### src/rtl/mcew_pkg.sv
// Package: shared types and constants of the escalating watchdog.
`default_nettype none
package mcew_pkg;
   localparam int DEF_CHANNELS = 8;
   localparam int MAX_RES = 8;

   typedef enum logic [2:0] {
      OP_REGISTER = 3'd0,
      OP_BEAT     = 3'd1,
      OP_CKPT     = 3'd2,
      OP_CHECK    = 3'd3,
      OP_SUCCESS  = 3'd4
   } op_type;

   typedef enum logic [2:0] {
      EV_NONE      = 3'd0,
      EV_RECOVERED = 3'd1,
      EV_SOFT      = 3'd2,
      EV_REBOOT    = 3'd3,
      EV_REFUSED   = 3'd4,
      EV_BRAKE1    = 3'd5,
      EV_BLOCKED   = 3'd6,
      EV_REARM     = 3'd7
   } event_type;

   typedef enum logic [1:0] {
      ST_OK      = 2'd0,
      ST_INVALID = 2'd1,
      ST_ALREADY = 2'd2,
      ST_UNUSED  = 2'd3
   } status_type;

   typedef enum logic [2:0] {
      S_IDLE, S_READ, S_EVAL, S_EMIT, S_NEXT, S_DONE
   } state_type;

   localparam logic [0:0] CSR_BRAKE_LIMIT = 1'b0;
   localparam logic [0:0] CSR_HOOK        = 1'b1;

   typedef struct packed {
      logic [2:0]  channel_out;
      logic [2:0]  event_res;
      logic [1:0]  status;
      logic [7:0]  soft_count_out;
      logic [15:0] checkpoint_out;
      logic [31:0] elapsed_ms;
      logic        recover_request;
      logic [7:0]  brake_count;
      logic        last;
   } rsp_type;

   typedef struct packed {
      logic [2:0]  op;
      logic [2:0]  channel;
      logic [31:0] now_ms;
      logic [31:0] expiry_ms;
      logic [7:0]  soft_limit;
      logic        escalate_enable;
      logic        recover_present;
      logic        probe_present;
      logic [15:0] checkpoint_value;
      logic [7:0]  probe_allow_mask;
      logic        reboot_accept;
   } req_type;

   typedef struct packed {
      logic [1:0] index;
      logic [7:0] data;
   } csr_type;
endpackage
`default_nettype wire

### src/rtl/mcew_if.sv
// Interfaces: valid/ready channels for requests, results and CSR writes.
`default_nettype none
interface mcew_req_if import mcew_pkg::*; ();
   logic    valid;
   logic    ready;
   req_type data;
   modport source (output valid, output data, input ready);
   modport sink (input valid, input data, output ready);
endinterface

interface mcew_rsp_if import mcew_pkg::*; ();
   logic    valid;
   logic    ready;
   rsp_type data;
   modport source (output valid, output data, input ready);
   modport sink (input valid, input data, output ready);
endinterface

interface mcew_csr_if import mcew_pkg::*; ();
   logic    valid;
   logic    ready;
   csr_type data;
   modport source (output valid, output data, input ready);
   modport sink (input valid, input data, output ready);
endinterface
`default_nettype wire

### src/rtl/multi_channel_escalating_watchdog_unit.sv
// Top level: escalating multi-channel watchdog with a sequenced channel walk.
//
//  channel  | dir | contents
//  req_     | in  | op, channel, time, registration and check fields
//  rsp_     | out | one or more results per request, last marks the final one
//  csr_     | in  | index 0 brake_limit, 1 reboot_hook_present
//
// One request is in work at a time; req_ready is low until its last result is
// in the output register. A check walks all CHANNELS entries, each through RAM
// read, subtract, compare/write-back/emit and advance. Synchronous reset
// clears per-channel flags and counts; deadline, soft limit, flags and beat
// time are RAM and need no clear.
// The output register holds a result until rsp_ready; the walk stalls there.
`default_nettype none
module multi_channel_escalating_watchdog_unit
   import mcew_pkg::*;
#(
   parameter int CHANNELS = DEF_CHANNELS
) (
   input  wire logic  clock,
   input  wire logic  reset,
   mcew_req_if.sink   req,
   mcew_rsp_if.source rsp,
   mcew_csr_if.sink   csr
);
   localparam int CW = (CHANNELS > 1) ? $clog2(CHANNELS) : 1;

   // configuration
   logic [7:0] brake_limit_ff;
   logic       hook_ff;

   assign csr.ready = 1'b1;
   always_ff @(posedge clock) begin
      if (reset) begin
         brake_limit_ff <= 8'd3;
         hook_ff        <= 1'b1;
      end else if (csr.valid) begin
         if (csr.data.index == {1'b0, CSR_BRAKE_LIMIT}) brake_limit_ff <= csr.data.data;
         else if (csr.data.index == {1'b0, CSR_HOOK}) hook_ff <= csr.data.data[0];
      end
   end

   // per-channel flop state with reset values
   logic [CHANNELS-1:0] used_ff, tmo_ff, noted_ff;
   logic [7:0]  soft_ff [CHANNELS];
   logic [15:0] ckpt_ff [CHANNELS];
   logic [7:0]  rws_ff;

   // RAM: {deadline, soft_max, flags} written at registration; beat time separate
   localparam int CFG_W = 32 + 8 + 3;
   logic          cfg_we, beat_we;
   logic [CW-1:0] wr_ch, rd_ch;
   logic [CFG_W-1:0] cfg_wd, cfg_rd;
   logic [31:0]   beat_wd, beat_rd;

   mcew_ram #(.WIDTH(CFG_W), .DEPTH(CHANNELS)) u_cfg_ram (
      .clock(clock), .wr_en(cfg_we), .wr_addr(wr_ch), .wr_data(cfg_wd),
      .rd_addr(rd_ch), .rd_data(cfg_rd));
   mcew_ram #(.WIDTH(32), .DEPTH(CHANNELS)) u_beat_ram (
      .clock(clock), .wr_en(beat_we), .wr_addr(wr_ch), .wr_data(beat_wd),
      .rd_addr(rd_ch), .rd_data(beat_rd));

   // sequencer
   state_type state_ff, state_in;
   req_type   req_ff;
   logic [CW:0] idx_ff, idx_in;   // walk index, one extra bit for end
   logic [3:0]  nres_ff, nres_in; // results emitted in this check
   logic [31:0] el_ff, el_in;     // shared subtractor output, registered
   rsp_type   out_ff, out_in;
   logic      ovld_ff, ovld_in;
   logic      pend_ff, pend_in;   // a check result is held back for last flag
   rsp_type   pend_res_ff, pend_res_in;

   wire [CW-1:0] idx = idx_ff[CW-1:0];
   wire [31:0]   idx_w = 32'(idx_ff);
   wire          ch_ok = ({29'd0, req_ff.channel} < 32'(CHANNELS));
   wire [CW-1:0] req_ch = CW'(req_ff.channel);

   // write-side regs
   logic [CHANNELS-1:0] used_in, tmo_in, noted_in;
   logic [7:0]  soft_wr, rws_in;
   logic        soft_we, ckpt_we;
   logic [CW-1:0] st_ch;

   assign req.ready = (state_ff == S_IDLE);
   assign rsp.valid = ovld_ff;
   assign rsp.data  = out_ff;
   assign rd_ch     = (state_ff == S_IDLE) ? '0 :
                      (req_ff.op == OP_CHECK) ? idx : req_ch;

   always_comb begin
      logic [31:0] dl;
      logic [7:0]  smax;
      logic [2:0]  fl;
      logic [2:0]  ev;
      logic        rr;
      logic        allow;
      rsp_type     r;
      state_in    = state_ff;
      idx_in      = idx_ff;
      nres_in     = nres_ff;
      el_in       = el_ff;
      out_in      = out_ff;
      ovld_in     = ovld_ff && !rsp.ready;
      pend_in     = pend_ff;
      pend_res_in = pend_res_ff;
      used_in     = used_ff;
      tmo_in      = tmo_ff;
      noted_in    = noted_ff;
      rws_in      = rws_ff;
      soft_we     = 1'b0;
      soft_wr     = '0;
      ckpt_we     = 1'b0;
      st_ch       = req_ch;
      cfg_we      = 1'b0;
      beat_we     = 1'b0;
      wr_ch       = req_ch;
      cfg_wd      = {req_ff.expiry_ms, req_ff.soft_limit, req_ff.probe_present,
                     req_ff.recover_present, req_ff.escalate_enable};
      beat_wd     = req_ff.now_ms;
      {dl, smax, fl} = cfg_rd;
      ev          = EV_NONE;
      rr          = 1'b0;
      allow       = 1'b0;
      r           = '0;
      unique case (state_ff)
         S_IDLE: begin
            idx_in  = '0;
            nres_in = '0;
            pend_in = 1'b0;
            if (req.valid) state_in = S_READ;
         end
         S_READ: begin
            // RAM read of rd_ch lands at the end of this cycle
            state_in = S_EVAL;
         end
         S_EVAL: begin
            el_in = req_ff.now_ms - beat_rd;
            if (req_ff.op == OP_CHECK) state_in = S_EMIT;
            else if (!ovld_ff || rsp.ready) begin
               r.channel_out = req_ff.channel;
               r.last        = 1'b1;
               if (ch_ok) begin
                  r.soft_count_out = soft_ff[req_ch];
                  r.checkpoint_out = ckpt_ff[req_ch];
               end
               unique case (req_ff.op)
                  OP_REGISTER: begin
                     if (!ch_ok || req_ff.expiry_ms == '0) begin
                        r.status = ST_INVALID;
                        r.soft_count_out = '0;
                        r.checkpoint_out = '0;
                     end else if (used_ff[req_ch]) r.status = ST_ALREADY;
                     else begin
                        used_in[req_ch] = 1'b1;
                        cfg_we  = 1'b1;
                        beat_we = 1'b1;
                     end
                  end
                  OP_BEAT, OP_CKPT: begin
                     if (!ch_ok || !used_ff[req_ch]) r.status = ST_UNUSED;
                     else if (req_ff.op == OP_BEAT) begin
                        r.event_res = tmo_ff[req_ch] ? EV_RECOVERED : EV_NONE;
                        beat_we = 1'b1;
                        soft_we = 1'b1;
                        tmo_in[req_ch]   = 1'b0;
                        noted_in[req_ch] = 1'b0;
                     end else begin
                        ckpt_we = 1'b1;
                        r.checkpoint_out = req_ff.checkpoint_value;
                     end
                  end
                  OP_SUCCESS: begin
                     r = '0;
                     r.last = 1'b1;
                     rws_in = '0;
                  end
                  default: r.status = ST_INVALID;
               endcase
               r.brake_count = (req_ff.op == OP_SUCCESS) ? 8'd0 : rws_ff;
               out_in   = r;
               ovld_in  = 1'b1;
               state_in = S_IDLE;
            end
         end
         S_EMIT: begin
            // one channel of the walk: decide stage, write back, queue result
            st_ch = idx;
            wr_ch = idx;
            if (used_ff[idx] && el_ff >= dl) begin
               if (pend_ff && ovld_ff && !rsp.ready) begin
                  state_in = S_EMIT; // wait for output register
               end else begin
                  tmo_in[idx] = 1'b1;
                  beat_we = 1'b1;
                  soft_wr = soft_ff[idx];
                  if (soft_ff[idx] < smax) begin
                     soft_wr = soft_ff[idx] + 8'd1;
                     soft_we = 1'b1;
                     ev = EV_SOFT;
                     rr = fl[1];
                  end else if (fl[0]) begin
                     rr = fl[1];
                     allow = (idx_w < 32'd8) && req_ff.probe_allow_mask[idx_w[2:0]];
                     if (fl[2] && !allow) ev = EV_BLOCKED;
                     else if (rws_ff >= brake_limit_ff) begin
                        if (!noted_ff[idx]) begin
                           noted_in[idx] = 1'b1;
                           ev = EV_BRAKE1;
                        end else ev = EV_BLOCKED;
                     end else if (!hook_ff) ev = EV_BLOCKED;
                     else begin
                        if (rws_ff != 8'hFF) rws_in = rws_ff + 8'd1;
                        ev = req_ff.reboot_accept ? EV_REBOOT : EV_REFUSED;
                     end
                  end else ev = EV_REARM;
                  if (nres_ff < 4'(MAX_RES)) begin
                     if (pend_ff) begin
                        out_in  = pend_res_ff;
                        ovld_in = 1'b1;
                     end
                     r.channel_out     = idx_w[2:0];
                     r.event_res       = ev;
                     r.soft_count_out  = soft_wr;
                     r.checkpoint_out  = ckpt_ff[idx];
                     r.elapsed_ms      = el_ff;
                     r.recover_request = rr;
                     // brake count as it stands after this channel's stage
                     r.brake_count     = rws_in;
                     pend_res_in = r;
                     pend_in     = 1'b1;
                     nres_in     = nres_ff + 4'd1;
                  end
                  state_in = S_NEXT;
               end
            end else state_in = S_NEXT;
         end
         S_NEXT: begin
            if (idx_ff == (CW+1)'(CHANNELS - 1)) state_in = S_DONE;
            else begin
               idx_in   = idx_ff + 1'b1;
               state_in = S_READ;
            end
         end
         S_DONE: begin
            if (!ovld_ff || rsp.ready) begin
               out_in = pend_ff ? pend_res_ff : rsp_type'(0);
               if (!pend_ff) out_in.brake_count = rws_ff;
               out_in.last = 1'b1;
               ovld_in  = 1'b1;
               pend_in  = 1'b0;
               state_in = S_IDLE;
            end
         end
         default: state_in = S_IDLE;
      endcase
   end

   always_ff @(posedge clock) begin
      if (reset) begin
         state_ff <= S_IDLE;
         ovld_ff  <= 1'b0;
         pend_ff  <= 1'b0;
         used_ff  <= '0;
         tmo_ff   <= '0;
         noted_ff <= '0;
         rws_ff   <= '0;
         idx_ff   <= '0;
         nres_ff  <= '0;
         for (int i = 0; i < CHANNELS; i++) begin
            soft_ff[i] <= '0;
            ckpt_ff[i] <= '0;
         end
      end else begin
         state_ff <= state_in;
         ovld_ff  <= ovld_in;
         pend_ff  <= pend_in;
         used_ff  <= used_in;
         tmo_ff   <= tmo_in;
         noted_ff <= noted_in;
         rws_ff   <= rws_in;
         idx_ff   <= idx_in;
         nres_ff  <= nres_in;
         if (soft_we) soft_ff[st_ch] <= soft_wr;
         if (ckpt_we) ckpt_ff[st_ch] <= req_ff.checkpoint_value;
      end
   end

   always_ff @(posedge clock) begin
      if (req.valid && req.ready) req_ff <= req.data;
      el_ff       <= el_in;
      out_ff      <= out_in;
      pend_res_ff <= pend_res_in;
   end
endmodule
`default_nettype wire

### src/rtl/mcew_ram.sv
// Generic RAM: one write port, one registered read port.
`default_nettype none
module mcew_ram #(
   parameter int WIDTH = 32,
   parameter int DEPTH = 8
) (
   input  wire logic                                          clock,
   input  wire logic                                          wr_en,
   input  wire logic [((DEPTH > 1) ? $clog2(DEPTH) : 1)-1:0] wr_addr,
   input  wire logic [WIDTH-1:0]                              wr_data,
   input  wire logic [((DEPTH > 1) ? $clog2(DEPTH) : 1)-1:0] rd_addr,
   output logic [WIDTH-1:0]                                   rd_data
);
   logic [WIDTH-1:0] mem_ff [DEPTH];

   always_ff @(posedge clock) begin
      if (wr_en) begin
         mem_ff[wr_addr] <= wr_data;
      end
      rd_data <= mem_ff[rd_addr];
   end
endmodule
`default_nettype wire

### src/flat_wrapper.sv
// flat-port wrapper written by rule: the top's interface ports become plain ports
module multi_channel_escalating_watchdog_unit_flat import mcew_pkg::*;
#(
   parameter int CHANNELS = DEF_CHANNELS
)
  (clock, reset, req_valid, req_data, req_ready, rsp_valid, rsp_data, rsp_ready, csr_valid, csr_data, csr_ready);
  mcew_req_if req_i ();
  mcew_rsp_if rsp_i ();
  mcew_csr_if csr_i ();
  input  wire logic clock;
  input  wire logic reset;
  input wire logic [$bits(req_i.valid)-1:0] req_valid;
  input wire logic [$bits(req_i.data)-1:0] req_data;
  output wire logic [$bits(req_i.ready)-1:0] req_ready;
  output wire logic [$bits(rsp_i.valid)-1:0] rsp_valid;
  output wire logic [$bits(rsp_i.data)-1:0] rsp_data;
  input wire logic [$bits(rsp_i.ready)-1:0] rsp_ready;
  input wire logic [$bits(csr_i.valid)-1:0] csr_valid;
  input wire logic [$bits(csr_i.data)-1:0] csr_data;
  output wire logic [$bits(csr_i.ready)-1:0] csr_ready;
  assign req_i.valid = req_valid;
  assign req_i.data = req_data;
  assign req_ready = req_i.ready;
  assign rsp_valid = rsp_i.valid;
  assign rsp_data = rsp_i.data;
  assign rsp_i.ready = rsp_ready;
  assign csr_i.valid = csr_valid;
  assign csr_i.data = csr_data;
  assign csr_ready = csr_i.ready;
  multi_channel_escalating_watchdog_unit #(.CHANNELS(CHANNELS)) u_core (.clock(clock), .reset(reset), .req(req_i), .rsp(rsp_i), .csr(csr_i));
endmodule
### config.mk
export PLATFORM = sky130hd
export DESIGN_NAME = multi_channel_escalating_watchdog_unit_flat
export DESIGN_NICKNAME = d
export VERILOG_FILES = /design/src/rtl/mcew_pkg.sv /design/src/rtl/mcew_if.sv /design/src/rtl/multi_channel_escalating_watchdog_unit.sv /design/src/rtl/mcew_ram.sv /design/src/flat_wrapper.sv
export SDC_FILE = /design/constraint.sdc
export NUM_CORES = 2
export LEC_CHECK = 0
export BUFFER_PORTS_ARGS = -buffer_cell sky130_fd_sc_hd__buf_2
export CORE_MARGIN = 2
export CORE_UTILIZATION = 50
export CTS_CLUSTER_SIZE = 28
export DETAILED_ROUTE_END_ITERATION = 8
export HOLD_SLACK_MARGIN = 0.08
export PLACE_DENSITY = 0.69
export SLEW_MARGIN = 15
export SYNTH_ARGS = -nofsm -noshare
export SYNTH_HDL_FRONTEND = slang
export SYNTH_HIERARCHICAL = 1
export SYNTH_SLANG_ARGS = --single-unit
### constraint.sdc
create_clock -name clock -period 5.9 [get_ports clock]
set_input_delay 1.18 -clock clock [delete_from_list [all_inputs] [get_ports clock]]
set_output_delay 1.18 -clock clock [all_outputs]
set_load 0.02 [all_outputs]
== Word level (Yosys, flattened, before mapping) ==
Memories as Yosys holds them, arrays and structs flattened. A register that Yosys moved wholly into a read port is not among the register bits.
Cells that the tools add are included.

* Register bits: 321
* Bits in latches: 0
* Memory bits (writable): 792
* Memory bits (read-only): 0
* Input port bits: 121
* Logic and storage cells: 295
* Memories kept: 4

* Add/subtract/negate cells: 5
* $mul: 0
* Divide/modulo/power cells: 0
* Order comparisons: 9
* Equality and inequality tests: 29
* Shift operators: 0
* Muxes and demuxes: 160
* Bitwise logic cells: 12
* Reductions and logical operators: 37

{| class="wikitable"
|+ Memories
! memory !! depth !! width !! rd ports !! clocked after memory_dff !! wr ports !! RTL line !! source
|-
| u_core.u_cfg_ram.mem_ff || 8 || 43 || 1 || 1 || 1 || mcew_ram.sv:14 || <nowiki>logic [WIDTH-1:0] mem_ff [DEPTH];</nowiki>
|-
| u_core.u_beat_ram.mem_ff || 8 || 32 || 1 || 1 || 1 || mcew_ram.sv:14 ||
|-
| u_core.ckpt_ff || 8 || 16 || 2 || 2 || 8 || multi_channel_escalating_watchdog_unit.sv:46 || <nowiki>logic [15:0] ckpt_ff [CHANNELS];</nowiki>
|-
| u_core.soft_ff || 8 || 8 || 2 || 2 || 8 || multi_channel_escalating_watchdog_unit.sv:45 || <nowiki>logic [7:0] soft_ff [CHANNELS];</nowiki>
|}

{| class="wikitable"
|+ Operator list
! kind !! number
|-
| 74-bit two-way mux || 8
|-
| 8-bit two-way mux || 36
|-
| 74-bit case mux with 3 select lines || 1
|-
| 3-bit two-way mux || 24
|-
| 8-bit case mux with 2 select lines || 4
|-
| 1-bit two-way mux || 58
|-
| 16-bit two-way mux || 3
|-
| 16-bit case mux with 3 select lines || 1
|-
| 32-bit >= comparator || 1
|-
| 32-bit logical NOT || 1
|-
| 32-bit subtractor || 1
|-
| 24-bit two-way mux || 1
|-
| 8-bit OR || 3
|-
| 2-bit != test, second input constant || 9
|-
| 3-bit case mux with 6 select lines || 1
|-
| 8-bit by 1-bit adder with 8-bit output, second input constant || 2
|-
| 8-bit AND || 2
|-
| 4-bit two-way mux || 4
|-
| 2-bit by 1-bit != test with 1-bit output, second input constant || 8
|-
| 4-bit case mux with 2 select lines || 2
|-
| 8-bit AND reduction || 2
|-
| 16-bit OR reduction || 1
|-
| 1-bit binary-select mux with 3-bit select || 5
|-
| 13-bit AND reduction || 1
|-
| other kinds (34) || 73
|}

== Depth between registers and ports, before layout ==
* Word-level depth: 13
* Mapped depth: 15

== Modules after synthesis ==
Netlist, hierarchy kept.

{| class="wikitable"
|+ By module, submodules not included
! module !! instances !! cells each !! area each (um^2) !! sequential area each (um^2)
|-
| multi_channel_escalating_watchdog_unit || 1 || 1967 || 25883.6 || 15464.8
|-
| mcew_ram at u_core.u_cfg_ram || 1 || 554 || 14027.2 || 11190.7
|-
| mcew_ram at u_core.u_beat_ram || 1 || 415 || 10466.3 || 8328.0
|}

== Worst setup path before layout ==
OpenSTA, ideal clock, no wires.

* Path kind: flip-flop to flip-flop
* Start: register u_core.state_ff[1]
* End: memory u_core/u_cfg_ram/mem_ff[4][0] (netlist bit), enable pin
* Library setup time: 0.497 ns
* Arrival: 5.798 ns
* Path slack: -0.395 ns
* Stages on the path, launching flop included: 8
* Buffers on the path: 1
* Period minus slack after synthesis: 6.295 ns
* Cell sequence: dfxtp_1 > clkbuf_1 > nand2b_1 > nor2_1 > nand2_1 > nor4_1 > nand2_1 > nor3_1

* Longest elaborated chain between the ends: 4

{| class="wikitable"
|+ RTL lines
! element !! RTL line !! source
|-
| start: declaration || multi_channel_escalating_watchdog_unit.sv:64 || <nowiki>state_type state_ff, state_in;</nowiki>
|-
| start signal: assignment || multi_channel_escalating_watchdog_unit.sv:275 || <nowiki>state_ff <= state_in;</nowiki>
|-
| 3-bit by 2-bit equality test with 1-bit output || -- ||
|-
| 1-bit two-way mux || multi_channel_escalating_watchdog_unit.sv:126 || <nowiki>unique case (state_ff)</nowiki>
|-
| via u_core.cfg_we || multi_channel_escalating_watchdog_unit.sv:51 || <nowiki>logic cfg_we, beat_we;</nowiki>
|-
| 1-bit two-way mux || mcew_ram.sv:17 || <nowiki>if (wr_en) begin</nowiki>
|-
| 1-bit two-way mux (not written as such) || mcew_ram.sv:18 || <nowiki>mem_ff[wr_addr] <= wr_data;</nowiki>
|-
| end: declaration || mcew_ram.sv:14 ||
|}

The timed path passes the listed nets, and every way through them passes these cells.

==> results.yml <==
worst_setup_path:
  crit_type: "reg2reg"
  crit_start: "u_core/req_ch[2]$_DFFE_PP_"
  worstSetupStartpointType: "flop"
  crit_fanout: 18
  cp.arrival_ps: 5010
  rr_worst_depth: 8
  crit-reg2reg-launch: "u_core/req_ch[2]$_DFFE_PP_"
  critPathCaptureType: "flop"
  cp_data_required_time_ps: 6190
  reg2reg_to: "u_core/ckpt_ff[1][13]$_SDFFCE_PN0P_"
  rrSetupSlack_ps: 1190
route:
  ant_nets: 0
  drt_wl_total_mm: 121
  drc: 0
  avgViaCountPerCell: 6.05
  drt_iter0_drc: 2738
  wire_per_inst_um: 26.5
  first_pass_iters: 6
  vias: 27724
global_route:
  grt.total_usage: 0.235
  grt_max_degree: 87
  grt_pass1_vias: 28441
  grt_pass1_wl_mm: 180
  antenna_found_initial: 7
  overflow: 0
power_and_ir_drop:
  switchingPower_mw: 4.50
  peakVddDrop_mv: 0.263
  p_total_mw: 19.2
  intPower_mw: 14.7
  powerDensity_nw_per_um2: 339
  swShare: 0.234
  pwr-share-clk: 0.386
  seqPwrFrac: 0.520
  p_leak_nw: 19.6
  share_comb_of_total_power: 0.094
run_status:
  status: "finished, final reports clean"
job:
  cap_viol_max_count: 0
timing:
  max_clock_freq_mhz: 212
  fin_skew_ps: 81.6
  hold_viol: 0
  tightest_slew_ps: 1270
  hold_ws_ps: 461
  max_slew_margin: 0.153
  grt_setup_unrepaired: "false"
  fin_crit_ps: 4710
  setup_viol: 0
  maxSlewViolCount: 0
  post-route-period-util: 0.799
  fin_tns_setup_ps: 0
synth:
  synth.largest_area_cell: "edfxtp_1"
  ys_async_sr_fraction: 0
  synth_warnings: 6
  synth_cell_types: 89
  synth_top_area_share: 0.641
  syn-num-nets: 3140
  synth_top_cells_by_area: "edfxtp_1, mux4_2, dfxtp_1, mux4_1, and2_1"
  synth-edff-count: 1075
  synth_area_um2: 50400
  yosys_most_used_dff: "edfxtp_1"
  syn_inst: 2936
  syn_avg_cell_area_um2: 17.2
  synth-seq-area-share: 0.694
  ys_seq_elements: 1210
die:
  die-area_um2: 103000
  pin_count: 198
  rows: 116
  dieHeight_um: 321
  start_util: 0.504
  core_area_um2: 100000
  die_w_um: 321
cells_and_area:
  final_area_um2: 56700
  mostFrequentLayoutCells: "edfxtp_1, buf_2, mux4_2"
  syn2layout_area_growth_pct: 12.6
  drive_gt1_frac: 0.238
  layout.nets: 3382
  layout_commonest_cell: "edfxtp_1"
placed_design:
  dpl-instance-area_um2: 52800
  portBuffers: 196
  dp_hpwl_mm: 76.4
  globalplace.congestion: 0.913
cts:
  cts_tree: "done"
  path_clk_slew_ps: 60
  clockRootBuffer: "clkbuf_16"
  clk_latency_ps: 750
  clock_sinks: 1210
  cts_hold_buf: 0
  post_cts_buffers: 0
  clock_path_buffers: 3
  cts_resized: 0
  h-tree-depth: 3
  numCtsBuffers: 120
worst_hold_path:
  hold_class: "reg2reg"
  hp-start: "u_core/noted_ff[7]$_SDFFE_PP0P_"
  holdPathEnd: "u_core/noted_ff[7]$_SDFFE_PP0P_"
  min_path_cells: 2
==> how the worst max path moves through the flow <==
| stage | end | slack [ps] | depth (start not counted) |
|---|---|---|---|
| 6_report | u_core/ckpt_ff[1][13]$_SDFFCE_PN0P_ | 1190 | 8 |
| 5_1_grt | u_core/ckpt_ff[1][13]$_SDFFCE_PN0P_ | 1040 | 8 |
| 4_1_cts | u_core/ckpt_ff[0][13]$_SDFFCE_PN0P_ | 1290 | 8 |
| 3_5_place_dp | u_core/ckpt_ff[0][13]$_SDFFCE_PN0P_ | 1360 | 8 |
| 3_3_place_gp | u_core/ckpt_ff[0][13]$_SDFFCE_PN0P_ | 1400 | 8 |
| 2_1_floorplan | u_core/u_beat_ram/mem_ff[4][0]$_DFFE_PP_ | 470 | 7 |
==> state kept, by name, indices dropped and copies added (netlist names), 43 cells and up, named ones only <==
register,flops
u_core/pend_res_ff,71
u_core/rsp.data,74
u_core/ckpt_ff,128
u_core/cfg_wd,43
u_core/u_beat_ram/mem_ff,256
u_core/u_cfg_ram/rd_data,43
u_core/soft_ff,64
u_core/u_cfg_ram/mem_ff,344
==> cell usage after synthesis (18+ instances only) <==
cell	instances
nor2_1	181
nand2b_1	24
nor4_1	18
mux2_4	40
nand3_1	25
mux4_1	43
a22oi_1	30
dfxtp_1	135
nand2_1	117
inv_1	103
edfxtp_1	1075
mux2i_1	26
ha_1	82
a21o_1	26
a22o_1	20
a221oi_1	28
mux4_2	178
and2_1	170
xnor2_1	33
nor3_1	23
a21oi_1	66
o21ai_0	70
clkbuf_1	53
mux2_2	82
buf_2	28
==> power by group through the flow <==
stage / registers [mW] / clock network, mW / logic [mW]
CTS: 9.98 / 7.56 / 1.82
detailed placement: 10.2 / 0 / 1.81
floorplan: 10.0 / 0 / 1.35
finish: 9.98 / 7.41 / 1.81
global route: 10.0 / 7.92 / 1.95
global placement: 10.1 / 0 / 1.78
==> cell type report <==
class	instances	area, um^2
diodes	1	2.50
clock buffers	174	3340
clock inverters	54	547
fillers	7523	43300
inverters	108	408
multi-input cells	1492	14400
flip-flops and latches	1210	35000
well taps	1298	1620
repair buffers	246	1390
==> logic make-up after synthesis <==
logic type                 Yosys count  share of synthesized area
muxes                              370                      0.138
xor gates and xnor gates            40                    0.00695
and+or+nand+nor                    642                     0.0683
buffers and inverters              234                     0.0230
adders and majority gates           83                     0.0208
AOI/OAI and AO/OA                  356                     0.0488
DFF                               1210                      0.694
other                                1                  0.0000744
==> metal layers <==
layer  vias up  track usage  share of wire
li1      11994            -              -
met5         -            0        0.00039
met1     14230        0.314           0.40
met4         8       0.0799          0.032
met3       274       0.0390          0.067
met2      1218        0.393           0.50
==> worst max-delay path: stages, from the launching register on <==
cell	delay (ps)
edfxtp_1	870
nor2_1	310
nand2_1	200
nand4_4	160
or2_1	330
nor3b_4	560
nand4b_4	300
nor2_4	570
or2_1	980
==> through the flow <==
stage | utilization | cells | setup WS [ps]
after floorplan | - | 2936 | 474
after global placement | 0.528 | 4354 | 1400
after detailed placement | 0.528 | 4354 | 1360
after CTS | 0.567 | 4582 | 1290
after global routing | 0.567 | 4582 | 1040
final | 0.567 | 4583 | 1190
(Power assumes the default switching activity.)
